[src/hw/rtl/cnht_pkg.sv]
// ----------------------------------------------------------------------------
// cnht_pkg: shared types and constants for the chained name hash table
// Sizes, action and status codes, and the records passed between the parts.
// ----------------------------------------------------------------------------
`default_nettype none

package cnht_pkg;

  // table geometry
  localparam int BUCKETS     = 1024;
  localparam int MAX_ENTRIES = 4096;
  localparam int BUCKET_W    = $clog2(BUCKETS);
  localparam int INDEX_W     = $clog2(MAX_ENTRIES);
  localparam int COUNT_W     = INDEX_W + 1;

  // field widths on the ports
  localparam int WORD_W        = 32;
  localparam int NAME_W        = 2 * WORD_W;
  localparam int ACTION_W      = 2;
  localparam int STATUS_W      = 2;
  localparam int ENTRY_INDEX_W = 12;
  localparam int M_TDATA_W     = 16;

  // queue between front and back
  localparam int QUEUE_DEPTH = 4;
  localparam int QPTR_W      = $clog2(QUEUE_DEPTH);

  localparam logic [WORD_W-1:0] HASH_MULT = 32'd1315423911;

  // action codes
  localparam logic [ACTION_W-1:0] ACT_CLEAR  = 2'd0;
  localparam logic [ACTION_W-1:0] ACT_INSERT = 2'd1;
  localparam logic [ACTION_W-1:0] ACT_LOOKUP = 2'd2;

  // status codes
  localparam logic [STATUS_W-1:0] ST_OK        = 2'd0;
  localparam logic [STATUS_W-1:0] ST_NOT_FOUND = 2'd1;
  localparam logic [STATUS_W-1:0] ST_FULL      = 2'd2;

  // one classified item on its way to the back part
  typedef struct packed {
    logic [ACTION_W-1:0] action;
    logic [NAME_W-1:0]   key;
    logic [BUCKET_W-1:0] bucket;
  } work_t;

  // chain pointer with its valid bit
  typedef struct packed {
    logic               valid;
    logic [INDEX_W-1:0] idx;
  } link_t;

  // one stored entry: link to the older entry and the name
  typedef struct packed {
    link_t             link;
    logic [NAME_W-1:0] key;
  } entry_t;

endpackage

`default_nettype wire

[src/hw/rtl/cnht_front.sv]
// ----------------------------------------------------------------------------
// cnht_front: input stage of the name hash table
// Takes a transfer, cleans the name, folds case for lookups, hashes the
// name to its bucket and pushes the result into the work queue.
// ----------------------------------------------------------------------------
`default_nettype none

module cnht_front (
  input  wire                            clk,
  input  wire                            rst,
  input  wire                            enable,
  input  wire                            s_tvalid,
  output logic                           s_tready,
  input  wire  [cnht_pkg::ACTION_W-1:0]  s_tuser,  // action
  input  wire  [cnht_pkg::NAME_W-1:0]    s_tdata,  // name_low_word, name_high_word
  output logic                           q_push,
  output cnht_pkg::work_t                q_item,
  input  wire                            q_full
);

  logic                          stage_valid;
  logic [cnht_pkg::ACTION_W-1:0] stage_action;
  logic [cnht_pkg::NAME_W-1:0]   stage_key;
  logic [cnht_pkg::NAME_W-1:0]   clean_name;
  logic [cnht_pkg::WORD_W-1:0]   mix;
  logic [cnht_pkg::WORD_W-1:0]   hashed;

  // clear every byte after the first zero byte
  function automatic logic [cnht_pkg::NAME_W-1:0] zero_after_nul(
    input logic [cnht_pkg::NAME_W-1:0] name
  );
    logic [cnht_pkg::NAME_W-1:0] res;
    logic                        hit;
    res = '0;
    hit = 1'b0;
    for (int i = 0; i < cnht_pkg::NAME_W / 8; i++) begin
      if (name[8*i +: 8] == 8'h00) hit = 1'b1;
      if (!hit) res[8*i +: 8] = name[8*i +: 8];
    end
    return res;
  endfunction

  // a-z to upper case, other bytes untouched
  function automatic logic [cnht_pkg::NAME_W-1:0] fold_upper(
    input logic [cnht_pkg::NAME_W-1:0] name
  );
    logic [cnht_pkg::NAME_W-1:0] res;
    res = name;
    for (int i = 0; i < cnht_pkg::NAME_W / 8; i++) begin
      if (name[8*i +: 8] >= 8'h61 && name[8*i +: 8] <= 8'h7a) begin
        res[8*i +: 8] = name[8*i +: 8] - 8'h20;
      end
    end
    return res;
  endfunction

  // stage advances, once enabled, when empty or when the queue takes its item
  assign s_tready   = enable && (!stage_valid || !q_full);
  assign clean_name = zero_after_nul(s_tdata);

  always_ff @(posedge clk) begin
    if (rst) begin
      stage_valid <= 1'b0;
    end else if (s_tready) begin
      stage_valid <= s_tvalid;
    end
  end

  // payload capture on transfer
  always_ff @(posedge clk) begin
    if (s_tvalid && s_tready) begin
      stage_action <= s_tuser;
      stage_key    <= (s_tuser == cnht_pkg::ACT_LOOKUP) ? fold_upper(clean_name)
                                                        : clean_name;
    end
  end

  // bucket hash: low word times the constant, xor high word
  assign mix    = cnht_pkg::WORD_W'(stage_key[cnht_pkg::WORD_W-1:0] * cnht_pkg::HASH_MULT);
  assign hashed = mix ^ stage_key[cnht_pkg::NAME_W-1:cnht_pkg::WORD_W];

  // push into the work queue
  assign q_push        = stage_valid && !q_full;
  assign q_item.action = stage_action;
  assign q_item.key    = stage_key;
  assign q_item.bucket = hashed[cnht_pkg::BUCKET_W-1:0];

endmodule

`default_nettype wire

[config.mk]
export PLATFORM = sky130hd
export DESIGN_NAME = cnht_front
export DESIGN_NICKNAME = d
export VERILOG_FILES = /design/src/hw/rtl/cnht_pkg.sv /design/src/hw/rtl/cnht_front.sv
export SDC_FILE = /design/constraint.sdc
export NUM_CORES = 1
export LEC_CHECK = 0
export ABC_AREA = 1
export BUFFER_PORTS_ARGS = -buffer_cell sky130_fd_sc_hd__buf_2
export CORE_MARGIN = 1.5
export CORE_UTILIZATION = 52
export DETAILED_ROUTE_END_ITERATION = 12
export PLACE_DENSITY = 0.92
export SLEW_MARGIN = 20
export SYNTH_ARGS = -nofsm -noshare
export SYNTH_HDL_FRONTEND = slang
export SYNTH_SLANG_ARGS = --single-unit
[constraint.sdc]
create_clock -name clk -period 5.1 [get_ports clk]
set_input_delay 0.255 -clock clk [delete_from_list [all_inputs] [get_ports clk]]
set_output_delay 0.255 -clock clk [all_outputs]
set_load 0.03 [all_outputs]
; ---- After elaboration in Yosys (flattened, before gate mapping)
; Index checks and enable logic that the tools add are counted.
[totals]
ff_bits = 67
latchBits = 0
mem_bits_rw = 0
romBits = 0
input_bits = 71
out_inout_bits = 78
wordCells = 77
n_memories = 0
[op_classes]
addsub = 8
multipliers = 1
n_div = 0
magnitude_cmp = 16
eq_ne = 1
shift = 0
n_mux = 25
bitwise = 1
reduce_logical = 22
[ops]
columns = cell, n
row1 = $mux 8, 16
row2 = $ge 8x7->1 const B, 8
row3 = $le 8x7->1 const B, 8
row4 = $logic_not 8->1, 8
row5 = $mux 64, 1
row6 = $sub 8x6->8 const B, 8
row7 = $mul 32x31->10 const B, 1
row8 = $logic_and 1x1->1, 11
row9 = $xor 10x10->10, 1
row10 = $mux 1, 8
row11 = $eq 2x2->1 const B, 1
row12 = $logic_not 1->1, 2
row13 = $logic_or 1x1->1, 1

; ---- Logic depth before layout (Yosys ltp)
[logic_depth]
word_depth = 14
ltp_mapped = 15

; ---- Worst setup path after synthesis
; No wires, ideal clock.
[synth_timing]
kind = reg2out
start = reg stage_key[7] (netlist name)
end = out q_item[9] (netlist name)
arrival_ps = 3776
path_slack_ps = 1069
stages_incl_launch_ff = 16
n_path_buf = 0
path_cell_list = edfxtp_1 > ha_1 > ha_1 > fa_1 > inv_1 > fa_1 > inv_1 > fa_1 > xor2_1 > xor2_1 > or2_2 > nand2_1 > nand2_1 > nand2_1 > nand2_1 > nand2_1
[synth_lines]
columns = item, line_no
row1 = start: declaration, cnht_front.sv:23  ; logic [cnht_pkg::NAME_W-1:0] stage_key;
row2 = start signal: assignment, cnht_front.sv:73  ; stage_key <= (s_tuser == cnht_pkg::ACT_LOOKUP) ? fold_upper(clean_name)
row3 = end: declaration, cnht_front.sv:17  ; output cnht_pkg::work_t q_item,

==> qor.yml <==
outcome: "finished clean"
vias_per_cell: 5.14
power.total_mw: 1.69
seq_area_frac_synth_pct: 44.4
power_frac_comb_pct: 34.1
die_y_um: 96.1
wirelength_mm: 10.6
fin_nets: 764
gp_congestion: 0.888
antenna_found_initial: 0
grtUsageTotal_pct: 24.3
finalCritPeriodShare_pct: 86.1
drtAntennaViolNets: 0
drv_slew: 0
synth-seq-cells: 67
synth-compound-area-share_pct: 3.25
synth_area_um2: 4500
vias: 3883
tritoncts: "done"
initial_core_util_pct: 54.3
rsz0062_at_grt: "no"
synthXorXnorAreaFrac_pct: 4.47
setup_tns_ns: 0
synthSimpleGateAreaFrac_pct: 23.6
multiInputGateArea_um2: 2070
post_cts_buffers: 0
ir_worst_vdd_mv: 0.162
cp-start-kind: "flop"
final_hold_viol_count: 0
power_density_nw_per_um2: 304
cap_violations: 0
area.growth.synth_to_final_pct: 23.7
root_buffer: "clkbuf_8"
fp.dieW_um: 96.1
yosys-mux-area-fraction_pct: 0
dr.pass1.iters: 4
num_rows: 33
numPortBuffers: 148
arrival_ns: 4.14
setup_viol: 0
path_class: "reg -> out"
synth_top_family_by_area: "simple AND/OR/NAND/NOR gates"
fillerInstances: 626
clock_path_buffers: 2
yosysWarnings: 0
max_slew_margin_pct: 41.5
worstPathRequired_ns: 4.85
clock_latency_ns: 0.33
cellLeakagePower_nw: 2.90
crit_path_end_kind: "output port"
ctsHtreeMaxLevel: 3
syn-num-nets: 609
cp_max_fo: 4
grt_pass1_vias: 3921
dp_hpwl_mm: 8.71
clock.fmax_mhz: 228
first_iter_violations: 119
cts_made_buffers: 9
grt_max_degree: 38
final_cell_mix: "148 x buf_2, 106 x inv_1, 78 x nor2_1"
synthCells: 491
synth_fa_ha_area_share_pct: 14.6
swShare_pct: 34.6
avgSynthCellArea_um2: 9.17
regArea_um2: 2000
ys_types: 33
die_area_um2: 9230
grt_pass1_wl_mm: 17.1
min_path_type: "in -> reg"
cts.clk_slew.worst_paths_ns: 0.07
worstMarginPinSlew_ns: 0.875
n_antenna_cell: 0
drive_gt1_share_pct: 29.2
cell_internal_pwr_mw: 1.11
ios: 149
finalClockSkew_ns: 0.0117
p_clk_share_pct: 27.6
p_seq_share_pct: 38.3
post_drt_wl_per_cell_um: 14.0
hold_buffers: 0
cts_resized: 0
cts_sinks: 67
final_common_cell: "buf_2"
drc: 0
grt-ovfl-total: 0
p_sw_uw: 585
core_area_um2: 8300
min_period_ns: 4.39
state kept, by name, indices dropped and copies added (netlist names):
register      cells
stage_valid       1
stage_key        64
stage_action      2
through the flow:
step	hold WS [ns]	util, %	cell area [um2]	instances	worst slack [ns]
global placement	0.409	64.6	5370	740	1.21
CTS	0.0478	67.1	5570	756	0.683
detailed placement	0.410	64.6	5370	740	1.06
global route	0.0641	67.1	5570	756	0.464
floorplan	0.324	-	4500	491	1.07
finish	0.0669	67.1	5570	756	0.708
kinds of logic (layout without fill, tap and decap cells):
family,after synthesis,after routing
flops,67,67
buf+inv,116,276
fa+ha+maj,47,47
simple gates,212,212
xor+xnor,23,23
compound gates,26,26
critical path: stages (launching register included):
cell and delay, ns:
edfxtp_1 0.48, ha_1 0.32, ha_1 0.31, fa_1 0.48, inv_1 0.06, fa_1 0.53
inv_1 0.05, fa_1 0.40, xor2_1 0.19, xor2_1 0.18, or2_2 0.32, nand2_1 0.06
nand2_1 0.06, nand2_1 0.06, nand2_1 0.05, nand2_1 0.06, buf_2 0.18
synth_stat cells:
| library cell | count | area [um2] |
|---|---|---|
| nand3_1 | 18 | 90.1 |
| and2b_1 | 1 | 7.51 |
| nand3b_1 | 7 | 52.6 |
| nor2_8 | 2 | 40.0 |
| o211ai_1 | 1 | 7.51 |
| or2_2 | 1 | 6.26 |
| ha_1 | 38 | 475 |
| nand4_1 | 14 | 87.6 |
| nor2b_4 | 1 | 13.8 |
| clkbuf_1 | 5 | 18.8 |
| nor2_4 | 3 | 33.8 |
| nor4_1 | 2 | 12.5 |
| o21bai_1 | 3 | 22.5 |
| xnor2_1 | 7 | 61.3 |
| nor2_1 | 78 | 293 |
| nand2_1 | 64 | 240 |
| o31ai_1 | 1 | 7.51 |
| dfxtp_1 | 1 | 20.0 |
| o21ai_1 | 4 | 20.0 |
| nand4_4 | 3 | 63.8 |
| o2111ai_1 | 1 | 8.76 |
| xor2_1 | 16 | 140 |
| nor2_2 | 2 | 12.5 |
| nand2_4 | 2 | 22.5 |
| inv_1 | 107 | 402 |
| edfxtp_1 | 66 | 1980 |
| nand3_2 | 2 | 20.0 |
| a21oi_1 | 9 | 45.0 |
| inv_2 | 4 | 15.0 |
| o21ai_0 | 7 | 35.0 |
| nor3_1 | 6 | 30.0 |
| nand2_2 | 6 | 37.5 |
| fa_1 | 9 | 180 |
power groups by stage:
stage | clock [mW] | combinational [mW] | sequential [mW]
CTS | 0.475 | 0.578 | 0.649
detailed placement | 0 | 0.576 | 0.660
global route | 0.494 | 0.646 | 0.651
global placement | 0 | 0.550 | 0.660
floorplan | 0 | 0.363 | 0.708
finish | 0.466 | 0.577 | 0.649
area by class of cell:
cell class	count	share of cell area (%)
Multi-Input combinational cell	308	37.1
Timing Repair Buffer	149	13.4
Sequential cell	67	35.9
Tap cell	105	2.36
Clock inverter	7	1.48
Clock buffer	9	2.22
Inverter	111	7.48
final timing paths:
check                        to    startpoint  depth (start not counted)  slack, ns
hold / removal      stage_valid           rst                          2       0.07
hold reg to reg     stage_valid   stage_valid                          2       0.51
setup / recovery      q_item[9]  stage_key[7]                         16       0.71
setup reg to reg  stage_key[14]   stage_valid                          4       3.12
metal layers:
layer / up-vias / track usage, % / share of wire (%)
li1: 1891 / - / -
met1: 1794 / 25.0 / 36
met2: 166 / 45.3 / 53
met3: 32 / 7.03 / 8.3
met4: 0 / 10.4 / 2.6
met5: - / 0 / 0
No activity file was read; power rests on OpenSTA's default activity.
