### src/hw/rtl/cnht_pkg.sv
// ----------------------------------------------------------------------------
// cnht_pkg: shared types and constants for the chained name hash table
// Sizes, action and status codes, and the records passed between the parts.
// ----------------------------------------------------------------------------
`default_nettype none

package cnht_pkg;

  // table geometry
  localparam int BUCKETS     = 1024;
  localparam int MAX_ENTRIES = 4096;
  localparam int BUCKET_W    = $clog2(BUCKETS);
  localparam int INDEX_W     = $clog2(MAX_ENTRIES);
  localparam int COUNT_W     = INDEX_W + 1;

  // field widths on the ports
  localparam int WORD_W        = 32;
  localparam int NAME_W        = 2 * WORD_W;
  localparam int ACTION_W      = 2;
  localparam int STATUS_W      = 2;
  localparam int ENTRY_INDEX_W = 12;
  localparam int M_TDATA_W     = 16;

  // queue between front and back
  localparam int QUEUE_DEPTH = 4;
  localparam int QPTR_W      = $clog2(QUEUE_DEPTH);

  localparam logic [WORD_W-1:0] HASH_MULT = 32'd1315423911;

  // action codes
  localparam logic [ACTION_W-1:0] ACT_CLEAR  = 2'd0;
  localparam logic [ACTION_W-1:0] ACT_INSERT = 2'd1;
  localparam logic [ACTION_W-1:0] ACT_LOOKUP = 2'd2;

  // status codes
  localparam logic [STATUS_W-1:0] ST_OK        = 2'd0;
  localparam logic [STATUS_W-1:0] ST_NOT_FOUND = 2'd1;
  localparam logic [STATUS_W-1:0] ST_FULL      = 2'd2;

  // one classified item on its way to the back part
  typedef struct packed {
    logic [ACTION_W-1:0] action;
    logic [NAME_W-1:0]   key;
    logic [BUCKET_W-1:0] bucket;
  } work_t;

  // chain pointer with its valid bit
  typedef struct packed {
    logic               valid;
    logic [INDEX_W-1:0] idx;
  } link_t;

  // one stored entry: link to the older entry and the name
  typedef struct packed {
    link_t             link;
    logic [NAME_W-1:0] key;
  } entry_t;

endpackage

`default_nettype wire

### src/hw/rtl/cnht_fifo.sv
// ----------------------------------------------------------------------------
// cnht_fifo: work queue between front and back
// Small register queue of classified items with a fill count.
// ----------------------------------------------------------------------------
`default_nettype none

module cnht_fifo (
  input  wire              clk,
  input  wire              rst,
  input  wire              push,
  input  cnht_pkg::work_t  push_item,
  output logic             full,
  input  wire              pop,
  output cnht_pkg::work_t  pop_item,
  output logic             not_empty
);

  cnht_pkg::work_t             slots [cnht_pkg::QUEUE_DEPTH];
  logic [cnht_pkg::QPTR_W-1:0] wr_ptr;
  logic [cnht_pkg::QPTR_W-1:0] rd_ptr;
  logic [cnht_pkg::QPTR_W:0]   fill;

  assign full      = (fill == (cnht_pkg::QPTR_W+1)'(cnht_pkg::QUEUE_DEPTH));
  assign not_empty = (fill != '0);
  assign pop_item  = slots[rd_ptr];

  // pointers and fill count
  always_ff @(posedge clk) begin
    if (rst) begin
      wr_ptr <= '0;
      rd_ptr <= '0;
      fill   <= '0;
    end else begin
      if (push) wr_ptr <= wr_ptr + 1'b1;
      if (pop)  rd_ptr <= rd_ptr + 1'b1;
      if (push && !pop)      fill <= fill + 1'b1;
      else if (pop && !push) fill <= fill - 1'b1;
    end
  end

  // storage
  always_ff @(posedge clk) begin
    if (push) slots[wr_ptr] <= push_item;
  end

endmodule

`default_nettype wire

### config.mk
export PLATFORM = sky130hd
export DESIGN_NAME = cnht_fifo
export DESIGN_NICKNAME = d
export VERILOG_FILES = /design/src/hw/rtl/cnht_pkg.sv /design/src/hw/rtl/cnht_fifo.sv
export SDC_FILE = /design/constraint.sdc
export NUM_CORES = 1
export LEC_CHECK = 0
export ABC_AREA = 1
export BUFFER_PORTS_ARGS = -buffer_cell sky130_fd_sc_hd__clkbuf_2
export CAP_MARGIN = 40
export CORE_MARGIN = 5
export CORE_UTILIZATION = 45
export CTS_BUF_LIST = sky130_fd_sc_hd__clkbuf_4 sky130_fd_sc_hd__clkbuf_8
export DETAILED_ROUTE_END_ITERATION = 16
export GPL_ROUTABILITY_DRIVEN = 0
export GPL_TIMING_DRIVEN = 0
export HOLD_SLACK_MARGIN = 0.15
export PLACE_DENSITY = 0.63
export SLEW_MARGIN = 40
export SYNTH_ARGS = -nofsm -noshare
export SYNTH_HDL_FRONTEND = slang
export SYNTH_SLANG_ARGS = --single-unit
### constraint.sdc
create_clock -name clk -period 5.5 [get_ports clk]
set_input_delay 0.275 -clock clk [delete_from_list [all_inputs] [get_ports clk]]
set_output_delay 0.275 -clock clk [all_outputs]
set_load 0.01 [all_outputs]
### After elaboration in Yosys (flattened, before gate mapping)

Memories as Yosys holds them, arrays and structs flattened. A register that Yosys moved wholly into a read port is not among the register bits.
Cells that the tools add are included.

* RAM bits: 304
* register bits: 7
* output and inout port bits: 78
* logic and storage cells: 21
* memories: 1

Memories
* slots: depth 4, bits a word 76, read ports 1, clocked after memory_dff 1, wr ports 1, line cnht_fifo.sv:18 `cnht_pkg::work_t slots [cnht_pkg::QUEUE_DEPTH];`

* reduce and logical (&&, ||, !) cells: 6
* equality and inequality tests: 1
* mux-type cells: 6
* $add $sub $neg: 4

Operators with widths (count)
* $mux W3: 2
* $add A2 B1 Y2 const B: 2
* $mux W2: 2
* $add A3 B1 Y3 const B: 1
* $eq A3 B3 Y1 const B: 1
* $reduce_bool A3 Y1: 1
* $sub A3 B1 Y3 const B: 1
* $logic_and A1 B1 Y1: 2
* $logic_not A1 Y1: 2
* $mux W1: 2
* $reduce_bool A2 Y1: 1

### Longest topological paths before layout

Gate-level depths: netlist of the first run.

* word-level depth: 4
* gate-level depth with buffers: 10
* depth with buffers taken out: 10

### Least setup slack after synthesis of the first run

Ideal clock, no wire load.

* kind: register to register
* start point: register wr_ptr[0] (netlist bit)
* end point: memory slots[2][0] (netlist bit), enable pin
* cell stages (with the launch flop): 5
* data arrival time: 2.062 ns
* period minus slack after synthesis: 2.491 ns
* slack: 3.009 ns
* setup time: 0.430 ns
* path through: dfxtp_1 > inv_1 > ha_1 > nand2_1 > inv_1

RTL lines
* start: declaration: line cnht_fifo.sv:19 `logic [cnht_pkg::QPTR_W-1:0] wr_ptr;`
* start signal: assignment: line cnht_fifo.sv:34 `if (push) wr_ptr <= wr_ptr + 1'b1;`
* end: declaration: line cnht_fifo.sv:18

No word-level cell before the write port.

==> metrics list, run 1 <==
- Run status: completed
- The final layout contains routed wiring with a total length of 26.8 mm.
- For this run, the number of Yosys warnings is 0.
* Number of enable flip-flop cells after synthesis: 304
- The tool flagged a number of max-cap violations equal to 0.
- Global routing consumed, over all layers together, 18.4% of the routing resources.
* Kind of start point of the critical path: register
- Min-Delay Path Class: in -> reg
- Seq. cell area: 0.00931 sq mm
- The clock passes through at most 3 buffers.
* Unrepaired setup endpoints after global routing: false
- The worst setup path is captured at a primary output.
- The via count of the first global-routing pass was 7793.
- Number of hold violations in the final report: 0
- Number of nets with antenna violations after detailed routing: 0
- Worst setup skew after layout: 14.0 ps
- In the final routed layout, each cell accounts on average for 18.4 um.
- Fin cells: 1459
- The H-tree was split into 2 levels.
- Share of total power in sequential cells: 53.6%
* CTS clk-pin slew, worst paths: 60 ps
- For this design the total switching power over the nets is 1.21 mW.
- Measured along the y axis, the die boundary spans 172 um.
- Number of instances in the synthesized netlist: 794
* First-pass DRT Iterations: 5
- Worst Hold Slack: 439 ps
* Count of nets after finishing: 1172
* Worst Path Required: 5220 ps
- By count the netlist is led by sky130_fd_sc_hd__edfxtp_1 (304), sky130_fd_sc_hd__o21ai_0 (153), sky130_fd_sc_hd__nor2_1 (143), sky130_fd_sc_hd__o22ai_1 (71), sky130_fd_sc_hd__nor2_2 (16).
- Stage delay of the slowest cell on the critical path: 410 ps
- Effective utilization at floorplan: 45.6%
- Core area: 0.0260 sq mm
- Sum of negative setup slack: 0 ps
* Share of the synthesized area in the top cell type: 77.1%
* Largest cells by area after synthesis: sky130_fd_sc_hd__edfxtp_1 (77%), sky130_fd_sc_hd__o21ai_0 (6.5%), sky130_fd_sc_hd__nor2_1 (4.5%), sky130_fd_sc_hd__o22ai_1 (3.8%), sky130_fd_sc_hd__dfxtp_1 (1.5%)
- Clock Latency Late Sink: 540 ps
- The first global-routing pass estimated 41.7 mm of wire.
- On the critical path, the stage with the largest delay is an instance of sky130_fd_sc_hd__clkbuf_1.
- The number of placed instances, taps included, is 1290.
* Met1 capacity usage during global routing: 23.7%
- For this run the aggregate overflow at the end of global routing stands at 0.
- For met3 alone, demand over resource in global routing was 4.28%.
- Sequential area share after synthesis: 78.6%
* Post-CTS setup buffer count: 0
- The tree is rooted in a sky130_fd_sc_hd__clkbuf_8.
- Global-route layer with the greatest usage: met2
- Final worst path period share: 43.5%
- Site row count: 59
- Part of the total power dissipated in the clock network: 35.2%
- Total die area: 0.0297 sq mm
* Remaining routing DRC violations: 0
* Leading area contributor after synthesis: sky130_fd_sc_hd__edfxtp_1
- Switching share of power: 23.6%
- The worst path in the final design needs a cycle of 2390 ps, including I/O delays and setup.
- Power spread over the standard cell area amounts to 344 mW/mm^2.
- Slew margin rel.: 63.3%
- The most used flip-flop cell after synthesis is sky130_fd_sc_hd__edfxtp_1.
- For this design the static power due to leakage is 5.39 nW.
* Via density per instance: 5.08
- WS Path Type: reg -> out
- Average footprint of a synthesized cell: 14.9 sq um
- The detailed router finished its first iteration with 502 violations.
* Highest net fanout along the worst path: 10
* Total standard cell area after synthesis: 0.0118 sq mm
- The critical path goes through buf_6 -> inv_8 -> clkbuf_1 -> o21ai_0 -> o22ai_1 -> clkbuf_2.
- Cell Int Power: 3.92 mW
- Post-place setup slack: 3660 ps
- Combinational Power Share: 11.2%
- Most frequent cell after synthesis: sky130_fd_sc_hd__edfxtp_1
- Via total after detailed routing: 7415
- Met2 Track Usage GR: 31.0%
* IR Drop Worst-Case VDD: 0.000271 V
- Final setup vio count: 0
- DP Wirelength: 15.9 mm
- Net count after synthesis: 880
- Post-synthesis cell type count: 27
* Share of flip-flops with an asynchronous set or reset: 0%
* Top Ports: 158
- Across all setup checks in the final design, the least slack found is 3110 ps.
* Multi-input gate area in the final layout: 0.00209 sq mm
- Count of state elements after synthesis: 313
- TritonCTS created 50 clock buffers.
- Entering global routing, the biggest net connects 49 pins.
- For this run, the top clock speed supported by timing is 418 MHz.
- Placed instance area: 0.0132 sq mm
* Die Wd: 172 um
- After routing the design area is 0.0149 sq mm.
* Number of antenna violations at the first check in global routing: 2
- Number of port buffers: 157
- CTS sink count: 313
* Count of pins over their slew limit: 0
- Relative to the synthesized area, the layout overhead comes to 25.8%.
- Worst slew pin tran: 551 ps
- TritonCTS built the clock tree.
- After filler insertion, the fill cell instance count of the layout stands at 2078.
* Data arrival time at the worst-slack endpoint: 2120 ps
- In the final layout, the share of cells above drive strength 1 is 26.7%.
-- critical path, delay by kind of cell, from the launching register on --
kind,cells,cell delay [ps]
buf+inv,4,860
flops,1,310
compound gates,2,400
-- cell usage in the layout (no fill, tap or decap) --
cell,count
sky130_fd_sc_hd__clkbuf_1,13
sky130_fd_sc_hd__nor2_1,143
sky130_fd_sc_hd__nor2_2,16
sky130_fd_sc_hd__diode_2,2
sky130_fd_sc_hd__inv_8,1
sky130_fd_sc_hd__inv_2,1
sky130_fd_sc_hd__nand2_1,10
sky130_fd_sc_hd__clkinv_2,10
sky130_fd_sc_hd__fa_1,1
sky130_fd_sc_hd__ha_1,5
sky130_fd_sc_hd__inv_1,11
sky130_fd_sc_hd__buf_6,4
sky130_fd_sc_hd__buf_2,8
sky130_fd_sc_hd__clkbuf_4,12
sky130_fd_sc_hd__nand4_1,1
sky130_fd_sc_hd__clkbuf_2,164
sky130_fd_sc_hd__clkinv_1,12
sky130_fd_sc_hd__dlygate4sd3_1,79
sky130_fd_sc_hd__buf_8,7
sky130_fd_sc_hd__o22ai_2,5
sky130_fd_sc_hd__o21ai_0,153
sky130_fd_sc_hd__buf_4,7
sky130_fd_sc_hd__o21ai_1,4
sky130_fd_sc_hd__nor3_1,1
sky130_fd_sc_hd__a21oi_1,3
sky130_fd_sc_hd__dfxtp_1,9
sky130_fd_sc_hd__clkbuf_8,54
sky130_fd_sc_hd__inv_6,4
sky130_fd_sc_hd__o22ai_1,71
sky130_fd_sc_hd__buf_12,2
sky130_fd_sc_hd__clkinvlp_4,1
sky130_fd_sc_hd__edfxtp_1,304
sky130_fd_sc_hd__buf_16,4
sky130_fd_sc_hd__xor2_1,1
sky130_fd_sc_hd__nand3_1,1
-- flip-flops by register name, summed over array words and instances (netlist names), named ones only --
register  count
fill          3
rd_ptr        2
slots       304
wr_ptr        2
-- cell type report --
class | instances | share of cell area [%]
inverter | 17 | 0.613
buffer | 49 | 2.51
timing repair buffer | 240 | 11.3
clock buffer | 65 | 5.54
multi-input combinational | 415 | 14.0
clock inverter | 23 | 0.688
sequential | 313 | 62.5
tap | 335 | 2.81
antenna | 2 | 0.0336
-- through the flow --
| step | utilization [%] | total power [mW] |
|---|---|---|
| global placement | 50.2 | 3.32 |
| detailed placement | 50.7 | 3.33 |
| CTS | 57.3 | 5.19 |
| global route | 57.4 | 5.38 |
| floorplan | - | 3.08 |
| finish | 57.4 | 5.13 |
-- cell families after synthesis --
group                      share of synthesized area [%]
AOI/OAI and AO/OA                                   11.0
and+or+nand+nor                                     5.83
xor gates and xnor gates                          0.0740
buffers and inverters                               3.76
adders and majority gates                          0.697
DFF                                                 78.6
-- path summary, 6_finish.rpt --
check,slack (ps),to,cells past startpoint,from
max,3110,pop_item[9],6,register
min,440,fill[0],3,rst
max reg2reg,3810,slots[2][34],5,wr_ptr[0]
min reg2reg,460,register,1,rd_ptr[1]
-- layer usage --
layer / share of wire (%) / wire [um]
met5: 0 / 0
met4: 2.4 / 641
met3: 6.8 / 1820
met2: 49 / 13000
met1: 42 / 11300
-- repair_timing --
| item | CTS | global route |
|---|---|---|
| hold buffers | 79 | 0 |
| endpoints found under the hold margin | 313 | 0 |
| resized for setup | 0 | 0 |
-- power by group through the flow --
stage                     Combinational (mW)  Clock, mW  Sequential, mW
final                                  0.574       1.81            2.75
after global routing                   0.634       1.99            2.75
after floorplan                        0.284          0            2.80
after global placement                 0.516          0            2.81
after detailed placement               0.534          0            2.80
after CTS                              0.582       1.86            2.75
No activity file was read; power rests on OpenSTA's default activity.
==> run 2: changes to the inputs <==
clock period = 2.23 ns   (was 5.5 ns; I/O delays follow)
==> metrics list, run 2 (same netlist as run 1, synthesis figures left out) <==
- The register-to-register path setup slack was 230 ps (-3580 ps).
- The clock-pin transition on the worst setup and hold timing paths came to 60 ps (about the same).
- Via density per instance: 5.11 (+0.55%)
- The number of buffers inserted to repair setup after CTS is 0 (unchanged).
* Number of antenna violations at the first check in global routing: 0 (-2)
- The share of total power consumed by net switching is 23.3% (-0.23 points).
- The estimated wirelength of the detail-placed design came to 17.2 mm (+8.4%).
- Uppermost metal layer occupied by signal nets: met4
- Highest net fanout along the worst path: 10 (unchanged)
- The floorplan die area was 0.0297 sq mm (unchanged).
* Post-place setup slack: 249 ps (-3410 ps)
- The worst supply voltage drop on vdd came to 0.000496 V (+83%).
- Clock root buffer: sky130_fd_sc_hd__clkbuf_8
- Clock Latency Late Sink: 550 ps (about the same)
- Share of total power in sequential cells: 53.4% (-0.2 points)
- Worst Path Required: 2120 ps (-3100 ps)
- Number of nets with antenna violations after detailed routing: 0 (unchanged)
- The library cell used most frequently in the layout, excluding fill and tap cells, is sky130_fd_sc_hd__edfxtp_1.
* Core area: 0.0260 sq mm (unchanged)
* Final core utilization: 58.5% (+1.2 points)
- Global-route wire length before repair: 40.8 mm (-2.0%)
- The relative slew slack was 63.9% (+0.60 points).
* Die Wd: 172 um (unchanged)
* Worst Setup End Kind: primary output
- The depth of the CTS H-tree came to 2 (unchanged).
- In the final layout, the registers with the most flip-flops are slots: 304 flops, fill: 3 flops.
* Die height: 172 um (unchanged)
* P&R area growth vs syn: 28.4%
- Pleak: 5.52 nW (+2.4%)
- Final setup vio count: 0 (unchanged)
- Post-layout min period: 2100 ps
- Sum of negative setup slack: 0 ps (unchanged)
* Layout cell share with drive strength beyond 1: 28.4% (+1.6 points)
- The number of cell rows came to 59 (unchanged).
- Amount of wire on met3 after detailed routing: 2.00 mm (+9.8%)
- The combinational cell fraction of total power came to 11.8% (+0.6 points).
* Count of nets after finishing: 1185 (+1.1%)
- The I/O pin total is 158 (unchanged).
* N_diodes: 0 (-2)
- Startpoint of the lowest-slack hold path: push_item[17]
- Met1 wire length: 11.3 mm (-0.20%)
- Run status: completed
- Register bank with the most flops: slots
- Final worst path period share: 94.1%
- Number of port buffers: 157 (unchanged)
- Cell Int Power: 9.74 mW (+150%)
- Total power draw: 12.7 mW (+150%)
* Number of buffers added by the clock tree synthesis step: 50 (unchanged)
- Fin cells: 1470 (+0.75%)
- The placed cell count was 1302 (+0.93%).
- The number of sinks handled by clock tree synthesis was 313 (unchanged).
- Wire per inst: 18.4 um (about the same)
- In the layout the commonest cells are sky130_fd_sc_hd__edfxtp_1 (304), sky130_fd_sc_hd__clkbuf_2 (175), sky130_fd_sc_hd__o21ai_0 (153).
- The slew at the pin closest to its max-slew limit is 541 ps (-10.1 ps).
* Part of the total power dissipated in the clock network: 34.9% (-0.3 points)
- The count of final max-slew check failures was 0 (unchanged).
- The detailed router's first-iteration violation count is 462 (-8.0%).
- TritonCTS clock tree: done
- The worst setup path is of the reg -> out kind.
- The reported net switching power came to 2.96 mW (+150%).
- The number of optimization iterations in the first detailed-route pass was 5 (unchanged).
- Data arrival time at the worst-slack endpoint: 1990 ps (-130 ps)
* Worst setup skew after layout: 19.4 ps (+5.46 ps)
- The total met2 wirelength after detailed routing was 13.2 mm (+1.2%).
- Worst reg2reg path startpoint: wr_ptr[1]
* Via count of the first global-routing pass: 7598 (-2.5%)
- The initial core utilization is 45.6% (unchanged).
- Unrepaired setup endpoints after global routing: false
- The worst hold path belongs to the class in -> reg.
- The detailed-route wire length came to 27.0 mm (+0.67%).
- The final-report hold violation count is 0 (unchanged).
- Pin count of the biggest net entering global routing: 23 (-53%)
- Final global-route overflow total: 0 (unchanged)
- Remaining routing DRC violations: 0 (unchanged)
- Worst path setup slack after routing: 133 ps (-2970 ps)
- The count of vias placed by the detailed router was 7512 (+1.3%).
* All-layer global routing usage: 18.1% (-0.34 points)
- The maximum buffer depth of the clock tree is 3 (unchanged).
- Pwr/cell area: 836 mW/mm^2 (+140%)
* Max FFs per register: 304 (unchanged)
- Max_cap viols: 0 (unchanged)
- Kind of start point of the critical path: register
* Max Freq: 477 MHz
==> run 2: power groups by stage <==
| stage | clock, mW | sequential, mW | combinational, mW |
|---|---|---|---|
| global placement | 0 | 6.92 | 1.28 |
| global route | 4.86 | 6.79 | 1.63 |
| finish | 4.43 | 6.78 | 1.49 |
| CTS | 4.55 | 6.78 | 1.51 |
| floorplan | 0 | 6.90 | 0.704 |
| detailed placement | 0 | 6.90 | 1.39 |
==> run 2: through the flow <==
stage                     hold WS (ps)  cell area [sq um]
final                              317              15200
after global routing               296              15200
after CTS                          288              15200
after detailed placement           289              13500
after global placement             286              13100
after floorplan                    184              11900
==> run 2: what timing repair did <==
item | in CTS | in global routing
setup endpoints to repair | 17 | 33
hold endpoints to repair | 313 | 0
pin swaps | 0 | 0
gates resized for setup | 6 | 12
hold buffers | 80 | 0
==> run 2: path summary, 6_finish.rpt <==
kind	depth (start not counted)	endpoint
worst max-delay path	6	pop_item[53]
worst min-delay path	2	slots[3][17]
worst max register to register	6	slots[1][58]
worst min register to register	1	register
==> run 2: layer usage <==
| metal | global-route usage [%] | vias to the layer above |
|---|---|---|
| li1 | - | 3601 |
| met5 | 0 | - |
| met4 | 5.57 | 0 |
| met2 | 30.2 | 267 |
| met1 | 24.1 | 3603 |
| met3 | 3.54 | 41 |
==> run 2: area by class of cell <==
cell class | count | area (sq um)
Buffer | 49 | 390
Clock buffer | 69 | 837
Clock inverter | 19 | 80.1
Fill cell | 2043 | 10800
Inverter | 17 | 86.3
Multi-Input combinational cell | 415 | 2090
Sequential cell | 313 | 9310
Tap cell | 335 | 419
Timing Repair Buffer | 253 | 1990
==> run 2: critical path, stage by stage (launching register included) <==
cell and delay [ps]:
sky130_fd_sc_hd__dfxtp_2 360, sky130_fd_sc_hd__inv_2 110, sky130_fd_sc_hd__buf_4 210, sky130_fd_sc_hd__buf_2 250, sky130_fd_sc_hd__o21ai_0 130, sky130_fd_sc_hd__o22ai_1 190
sky130_fd_sc_hd__clkbuf_2 180
